===== src/rtl/core/msms_pkg.sv =====
// Shared types and constants of the move stack with masked search.
// Used by msms_ctrl, msms_dp and the top level; depends on nothing.
`default_nettype none

package msms_pkg;

    localparam int DEPTH_DEF      = 256;
    localparam int DEST_SHIFT_DEF = 4;

    // Lane offsets of a promotion bundle: move+4 in the lowest lane up to move+7.
    localparam logic [63:0] PROMO_BUNDLE = 64'h0007_0006_0005_0004;

    typedef enum logic [3:0] {
        CMD_PUSH  = 4'd0,
        CMD_PROMO = 4'd1,
        CMD_POP   = 4'd2,
        CMD_TPOP  = 4'd3,
        CMD_READ  = 4'd4,
        CMD_FIND  = 4'd5,
        CMD_SWAP  = 4'd6,
        CMD_MOVE  = 4'd7,
        CMD_CLEAR = 4'd8
    } cmd_t;

    typedef enum logic [2:0] {
        ST_OK        = 3'd0,
        ST_EMPTY     = 3'd1,
        ST_FULL      = 3'd2,
        ST_NOT_FOUND = 3'd3,
        ST_RANGE     = 3'd4
    } status_t;

    typedef enum logic [4:0] {
        DP_IDLE,
        DP_LOAD,
        DP_PUSH,
        DP_PROMO,
        DP_CLEAR,
        DP_RD_TOP,
        DP_RD_IDX,
        DP_TAKE_POP,
        DP_TAKE_READ,
        DP_SCAN,
        DP_TGT_HIT,
        DP_TGT_WR,
        DP_TGT_MISS,
        DP_FIND_HIT,
        DP_FIND_MISS,
        DP_SWAP_HIT,
        DP_SWAP_WR,
        DP_MOVE_HIT,
        DP_SHIFT,
        DP_MOVE_TOP,
        DP_NOT_FOUND,
        DP_EMPTY,
        DP_FULL,
        DP_RANGE,
        DP_PUBLISH
    } dp_op_t;

    typedef struct packed {
        logic [3:0] cmd;
        logic       cnt_zero;
        logic       full;
        logic       promo_fit;
        logic       ridx_ok;
        logic       eq_hit;
        logic       mask_hit;
        logic       ptr_zero;
        logic       ptr_is_top;
        logic       ptr_next_top;
        logic       lane_last;
    } dp_stat_t;

endpackage

`default_nettype wire


===== src/rtl/core/msms_ctrl.sv =====
// Controller state machine of the move stack: sequences datapath operations per command.
// Depends on msms_pkg; commands msms_dp and owns the handshake of both channels.
`default_nettype none

module msms_ctrl (
    input  wire logic               clk,
    input  wire logic               rst_n,
    input  wire logic               in_valid,
    output logic                    in_stall,
    output logic                    out_valid,
    input  wire logic               out_stall,
    input  wire msms_pkg::dp_stat_t stat,
    output msms_pkg::dp_op_t        op
);
    import msms_pkg::*;

    typedef enum logic [9:0] {
        S_IDLE     = 10'b00_0000_0001,
        S_DISPATCH = 10'b00_0000_0010,
        S_PROMO    = 10'b00_0000_0100,
        S_TAKE     = 10'b00_0000_1000,
        S_SCAN     = 10'b00_0001_0000,
        S_TGT_WR   = 10'b00_0010_0000,
        S_SWAP_WR  = 10'b00_0100_0000,
        S_SHIFT    = 10'b00_1000_0000,
        S_MOVE_TOP = 10'b01_0000_0000,
        S_FINISH   = 10'b10_0000_0000
    } state_t;

    state_t state_reg, state_next;
    logic   out_valid_reg, out_valid_next;
    logic   hit;

    // Result of a search that found nothing; an empty stack is reported apart for targeted pop.
    function automatic dp_op_t miss_op(input logic [3:0] cmd, input logic empty);
        dp_op_t r;
        r = DP_NOT_FOUND;
        if (cmd == CMD_TPOP)
        begin
            r = empty ? DP_EMPTY : DP_TGT_MISS;
        end
        else if (cmd == CMD_FIND)
        begin
            r = DP_FIND_MISS;
        end
        return r;
    endfunction

    assign hit       = (stat.cmd == CMD_TPOP) ? stat.mask_hit : stat.eq_hit;
    assign in_stall  = (state_reg != S_IDLE);
    assign out_valid = out_valid_reg;

    always_comb
    begin
        state_next     = state_reg;
        op             = DP_IDLE;
        out_valid_next = out_valid_reg && out_stall;
        unique case (state_reg)
            S_IDLE:
            begin
                if (in_valid)
                begin
                    op         = DP_LOAD;
                    state_next = S_DISPATCH;
                end
            end
            S_DISPATCH:
            begin
                state_next = S_FINISH;
                unique case (stat.cmd)
                    CMD_PUSH:  op = stat.full ? DP_FULL : DP_PUSH;
                    CMD_PROMO:
                    begin
                        if (stat.promo_fit)
                        begin
                            state_next = S_PROMO;
                        end
                        else
                        begin
                            op = DP_FULL;
                        end
                    end
                    CMD_POP:
                    begin
                        if (stat.cnt_zero)
                        begin
                            op = DP_EMPTY;
                        end
                        else
                        begin
                            op         = DP_RD_TOP;
                            state_next = S_TAKE;
                        end
                    end
                    CMD_READ:
                    begin
                        if (stat.ridx_ok)
                        begin
                            op         = DP_RD_IDX;
                            state_next = S_TAKE;
                        end
                        else
                        begin
                            op = DP_RANGE;
                        end
                    end
                    CMD_TPOP, CMD_FIND, CMD_SWAP, CMD_MOVE:
                    begin
                        if (stat.cnt_zero)
                        begin
                            op = miss_op(stat.cmd, 1'b1);
                        end
                        else
                        begin
                            op         = DP_RD_TOP;
                            state_next = S_SCAN;
                        end
                    end
                    CMD_CLEAR: op = DP_CLEAR;
                    default:   op = DP_IDLE;
                endcase
            end
            S_PROMO:
            begin
                op = DP_PROMO;
                if (stat.lane_last)
                begin
                    state_next = S_FINISH;
                end
            end
            S_TAKE:
            begin
                op         = (stat.cmd == CMD_POP) ? DP_TAKE_POP : DP_TAKE_READ;
                state_next = S_FINISH;
            end
            S_SCAN:
            begin
                priority if (hit)
                begin
                    unique case (stat.cmd)
                        CMD_TPOP:
                        begin
                            op         = DP_TGT_HIT;
                            state_next = S_TGT_WR;
                        end
                        CMD_SWAP:
                        begin
                            op         = DP_SWAP_HIT;
                            state_next = S_SWAP_WR;
                        end
                        CMD_MOVE:
                        begin
                            op         = DP_MOVE_HIT;
                            state_next = stat.ptr_is_top ? S_MOVE_TOP : S_SHIFT;
                        end
                        default:
                        begin
                            op         = DP_FIND_HIT;
                            state_next = S_FINISH;
                        end
                    endcase
                end
                else if (stat.ptr_zero)
                begin
                    op         = miss_op(stat.cmd, 1'b0);
                    state_next = S_FINISH;
                end
                else
                begin
                    op = DP_SCAN;
                end
            end
            S_TGT_WR:
            begin
                op         = DP_TGT_WR;
                state_next = S_FINISH;
            end
            S_SWAP_WR:
            begin
                op         = DP_SWAP_WR;
                state_next = S_FINISH;
            end
            S_SHIFT:
            begin
                op = DP_SHIFT;
                if (stat.ptr_next_top)
                begin
                    state_next = S_MOVE_TOP;
                end
            end
            S_MOVE_TOP:
            begin
                op         = DP_MOVE_TOP;
                state_next = S_FINISH;
            end
            S_FINISH:
            begin
                if (!(out_valid_reg && out_stall))
                begin
                    op             = DP_PUBLISH;
                    out_valid_next = 1'b1;
                    state_next     = S_IDLE;
                end
            end
            default: state_next = S_IDLE;
        endcase
    end

    always_ff @(posedge clk or negedge rst_n)
    begin
        if (!rst_n)
        begin
            state_reg     <= S_IDLE;
            out_valid_reg <= 1'b0;
        end
        else
        begin
            state_reg     <= state_next;
            out_valid_reg <= out_valid_next;
        end
    end

endmodule

`default_nettype wire


===== config.mk =====
export PLATFORM = sky130hd
export DESIGN_NAME = msms_ctrl
export DESIGN_NICKNAME = d
export VERILOG_FILES = /design/src/rtl/core/msms_pkg.sv /design/src/rtl/core/msms_ctrl.sv
export SDC_FILE = /design/constraint.sdc
export NUM_CORES = 1
export LEC_CHECK = 0
export BUFFER_PORTS_ARGS = -buffer_cell sky130_fd_sc_hd__buf_2
export CORE_ASPECT_RATIO = 1.4
export CORE_MARGIN = 3
export CORE_UTILIZATION = 50
export CTS_CLUSTER_DIAMETER = 120
export CTS_CLUSTER_SIZE = 8
export DETAILED_ROUTE_END_ITERATION = 16
export PLACE_DENSITY = 0.71
export SKIP_CTS_REPAIR_TIMING = 1
export SYNTH_ARGS = -nofsm -noshare
export SYNTH_HDL_FRONTEND = slang
export SYNTH_SLANG_ARGS = --single-unit

===== constraint.sdc =====
create_clock -name clk -period 2.5 [get_ports clk]
set_input_delay 0.5 -clock clk [delete_from_list [all_inputs] [get_ports clk]]
set_output_delay 0.5 -clock clk [all_outputs]
set_load 0.02 [all_outputs]

Word-level counts from Yosys, hierarchy flattened

Cells that the tools add are included.

Register bits: 11
Input bits: 18
Output and inout bits: 7

Equal/unequal tests: 24
Mux-type cells: 32
Reduce and logical (&&, ||, !) cells: 5

Operators by type and width:

| cell                                                   | number |
|---|---|
| two-way mux 10 bit                                     | 10 |
| case mux 10 bit (7 select lines)                       | 1 |
| two-way mux 5 bit                                      | 11 |
| case mux 5 bit (10 select lines)                       | 1 |
| case mux 10 bit (4 select lines)                       | 1 |
| case mux 10 bit (3 select lines)                       | 1 |
| case mux 5 bit (6 select lines)                        | 1 |
| == test 4 x 3 -> 1 bit, second input constant          | 4 |
| case mux 5 bit (3 select lines)                        | 1 |
| == test 10 x 1 -> 1 bit, second input constant         | 1 |
| == test 10 bit, second input constant                  | 1 |
| == test 10 x 2 -> 1 bit, second input constant         | 1 |
| == test 10 x 3 -> 1 bit, second input constant         | 1 |
| == test 10 x 4 -> 1 bit, second input constant         | 1 |
| == test 10 x 5 -> 1 bit, second input constant         | 1 |
| == test 10 x 6 -> 1 bit, second input constant         | 1 |
| == test 10 x 7 -> 1 bit, second input constant         | 1 |
| == test 10 x 8 -> 1 bit, second input constant         | 1 |
| == test 10 x 9 -> 1 bit, second input constant         | 1 |
| inequality test 10 x 1 -> 1 bit, second input constant | 1 |
| two-way mux 9 bit                                      | 1 |
| == test 4 x 2 -> 1 bit, second input constant          | 2 |
| inequality test 2 bit, second input constant           | 4 |
| OR reduction 4 bit                                     | 2 |
| 8 further kinds                                        | 10 |

Depth between registers and ports, before layout

Depth in word-level cells: 6
Mapped depth: 7
Mapped depth without buffers: 6

Worst setup path before layout

Ideal clock, no wire load.

Kind: input -> output
Start point: in stat[12] (netlist name)
End point: out op[3]
Arrival: 1737 ps
Setup slack: 263 ps
Cell stages on the path: 6
Path buffers: 1
Cells stage by stage: clkbuf_1 -> nor2_1 -> nand2_1 -> a211oi_1 -> nor2_1 -> o211ai_1

Cells in the longest elaborated chain, start to end: 6
Elaborated cells on any way between the ends: 21
Those cells by class: eq/ne (8); mux (11); reduce/logical (2)

Ends and longest elaborated chain:

| item                                                                        | line                               | text |
|---|---|---|
| start, declared                                                             | msms_ctrl.sv:12                    | `input wire msms_pkg::dp_stat_t stat,` |
| == test 4 x 3 -> 1 bit                                                      | msms_ctrl.sv:42, msms_ctrl.sv:70   |  |
| two-way mux 5 bit                                                           | msms_ctrl.sv:42                    | `else if (cmd == CMD_FIND)` |
| two-way mux 5 bit                                                           | msms_ctrl.sv:38                    | `if (cmd == CMD_TPOP)` |
| two-way mux 5 bit (on tied branches)                                        | msms_ctrl.sv:109, msms_ctrl.sv:163 |  |
| case mux 5 bit (6 select lines) / two-way mux 5 bit (equally long branches) | msms_ctrl.sv:70, msms_ctrl.sv:138  |  |
| case mux 5 bit (10 select lines) *                                          | msms_ctrl.sv:58                    | `unique case (state_reg)` |
| end, declared                                                               | msms_ctrl.sv:13                    | `output msms_pkg::dp_op_t op` |

Every way passes the cells marked *; elsewhere a longest branch is shown, timed or not.

Worst setup path after layout

Start point: reg state_reg[5]
End point: out op[3]

Cells in the longest elaborated chain, start to end: 2
Elaborated cells on any way between the ends: 11
Those cells by class: eq/ne (10); mux (1)

Ends and longest elaborated chain:

| item                                         | line             | text |
|---|---|---|
| start, declared                              | msms_ctrl.sv:30  | `state_t state_reg, state_next;` |
| start signal, assigned                       | msms_ctrl.sv:218 | `state_reg <= state_next;` |
| == test 10 bit, or another cell as far along | msms_ctrl.sv:58  |  |
| case mux 5 bit (10 select lines) *           | msms_ctrl.sv:58  |  |

Marks and branches as above.

==> summary.md <==
| Metric | Value |
|---|---|
| Clock Latency Late Sink | roughly 270 ps |
| Cell area after synthesis | approximately 1200 um2 |
| Critical Path Source Type | register |
| Hold slack | 81.9 ps |
| Period utilisation layout | 100% |
| Pins Over Slew Limit | 0 |
| Core area | between 2000 and 2500 um2 |
| Max Fclk | 398 MHz |
| Vias in the first global route | roughly 1.2k |
| CTS Sinks | 11 |
| Layer with the highest usage | met2 |
| Synth Net Count | 168 |
| WP data arrival | about 2000 ps |
| Post-synth top cells | nor2_1, nand2_1, a21oi_1, dfrtp_1 |
| Die area | 2960 um2 |
| Largest family of logic cells by synthesized area | simple AND/OR/NAND/NOR gates |
| Worst path required time | approximately 2000 ps |
| Filler cells | between 200 and 250 |
| TNS Setup | -11.5 ps |
| Site Rows | 20 |
| Simple-gate share of the synthesized area | 43.1% |
| Largest register FFs | 10 |
| Post-synth EDFFs | 0 |
| Mapped Cells | 150 |
| Largest net degree at the start of global routing | 16 |
| Non-Filler Instances | 206 |
| CTS tree | done |
| Synth top area share | ~21% |
| CTS Buf Count | 3 |
| First-pass GRT wire length | approximately 5200 um |
| Pre-Repair DR Iteration Count | 4 |
| Slew headroom | between 60% and 70% |
| IO buf count | 24 |
| Die width | ~47 um |
| Distinct cells, synth | 54 |
| Overall Global Routing Usage | a little under a quarter |
| Clock-pin slew on the worst setup and hold paths | approximately 70 ps |
| Fin nets | around 200 |
| Hpwl dp | between 2000 and 3000 um |
| H-tree Lvls | 1 |
| Post-route ant nets | 0 |
| Io pins | 25 |
| Most numerous cell in the Yosys netlist | nor2_1 |
| Initial core utilization | 53.1% |
| Initial antenna violation count | 0 |
| Synth warnings | 0 |
| Clock root cell | clkbuf_4 |
| Via count | between 1k and 1.5k |
| Hold Fails Final Rpt | 0 |
| RSZ-0062 raised after global routing | yes |
| Global routing usage on met2 | between 30% and 40% |
| Die span in y | between 60 and 70 um |
| Cell count after placement | between 150 and 200 |
| Met1 usage | between 20% and 30% |
| Syn_area_per_cell | 7.79 um2 |
| Post-synth top flop | dfrtp_1 |
| Met3 Track Usage GR | ~2.3% |
| Drt drc | 0 |
| Crit Path Max Fanout | 5 |
| Iteration-0 DRC count of the detailed router | 58 |
| Pleak | around 0.00064 uW |
| Final WL | around 3300 um |
| Endpoints failing setup | 1 |
| Setup ws final | -11.5 ps |
| Clock Path Buffers | 2 |
| Seq cells post-synth | 11 |
| Adder-Cell Fraction of Synth Area | 0% |
| Max rail drop VDD | ~0.31 mV |
| Failing checks | setup timing |
| Share of cells above drive strength 1 | between 30% and 40% |
| Yosys top cell by area | dfrtp_1 |
| Asr flop ratio synth | 100% |
| Critical path endpoint category | output pin |
| Measured slew at the worst slew-check pin | between 400 and 500 ps |
| Synth top area cells | dfrtp_1, nor2_1, a21oi_1, nand2_1, nor2b_1 |
| Clock Skew | between 5 and 6 ps |
| Via density | approximately 6.6 |
| Run status | finished, violations left |
| Grt ovf | 0 |
| Synth Area in Compound Gates | about 26% |
| Gpl congestion | 0.890 |
| Min cycle time layout | 2510 ps |
| Min-delay worst type | in -> async |
| Post-Synth XOR/XNOR Area | around 2.2% |
| Power per cell area | 543 nW/um2 |
| Per-cell routed wire length | 16.1 um |
| Kind of critical path | reg -> out |
| Post-synthesis mux area share | about 1.8% |
| Antenna cells | 0 |
| Max-Cap Viols | 0 |
| Seq/Total Area, Yosys | between 20% and 30% |
| Layout area overhead | 24.4% |
cell families (layout without fill, tap and decap cells):
group                  count (synthesis)  after routing
AND/OR/NAND/NOR                       80             80
AO/OA/AOI/OAI                         44             44
flip-flops                            11             11
buffers and inverters                 10             44
XOR/XNOR                               3              3
multiplexers                           2              2
final timing paths:
path                                          startpoint                        to  slack, ps  depth (start not counted)
worst max-delay path            state_reg[5]$_DFFE_PN0P_                     op[3]        -10                          6
worst min-delay path                               rst_n       out_valid$_DFF_PN0_         80                          1
worst max register to register  state_reg[3]$_DFFE_PN0P_  state_reg[9]$_DFFE_PN0P_        520                          7
worst min register to register       out_valid$_DFF_PN0_       out_valid$_DFF_PN0_        590                          2
max in group asynchronous                          rst_n  state_reg[0]$_DFFE_PN1P_       2160                          1
min in group clk                                in_valid  state_reg[0]$_DFFE_PN1P_        390                          2
metal layers:
metal	up-vias	part of all wire [%]
met2	56	52
met5	-	0
li1	653	-
met4	0	4.7
met1	635	39
met3	19	4.2
stage by stage:
step	utilization, %	setup slack (ps)	power, uW	cell area [um2]
final	66.0	-11.5	789	1450
after global routing	66.0	-86.5	836	1450
after CTS	62.8	-62.1	770	1380
after detailed placement	61.6	136	649	1360
after global placement	61.6	116	647	1360
after floorplan	-	263	532	1170
critical path, stage by stage, from the launching register on:
cell and delay [ps]:
dfrtp_2 460, nor4_4 320, nand4b_1 280, nor2b_1 240
a31oi_1 130, o211ai_1 130, buf_4 180
final cells by class:
cell class                      instances  area [um2]  share of cell area (%)
Timing Repair Buffer                   37         229                    15.7
Multi-Input combinational cell        129         878                    60.4
Inverter                                3        11.3                   0.775
Clock buffer                            4        26.3                    1.81
Sequential cell                        11         282                    19.4
Tap cell                               22        27.5                    1.89
cells in the final DEF (no fill, tap or decap), drive strengths merged, types with 2 or more instances in the layout:
cell / n
a211oi: 2
a21oi: 11
a31oi: 3
and2: 3
and3: 3
and4: 2
buf: 37
clkbuf: 4
dfrtp: 10
inv: 3
nand2: 13
nand2b: 2
nand3: 7
nand3b: 2
nand4: 5
nand4b: 3
nor2: 14
nor2b: 7
nor3: 7
nor4: 6
o211ai: 2
o21ai: 9
o31a: 2
o31ai: 2
o32ai: 2
or2b: 2
xnor2: 2
power breakdown:
part | total [uW] | internal (uW) | switching (uW) | leakage [uW]
sequential | 247 | 206 | 40.4 | 0.000142
clock | 117 | 61.7 | 55.8 | 0.0000150
combinational | 425 | 186 | 239 | 0.000487
Note: power is estimated with default switching activity, not from simulation.
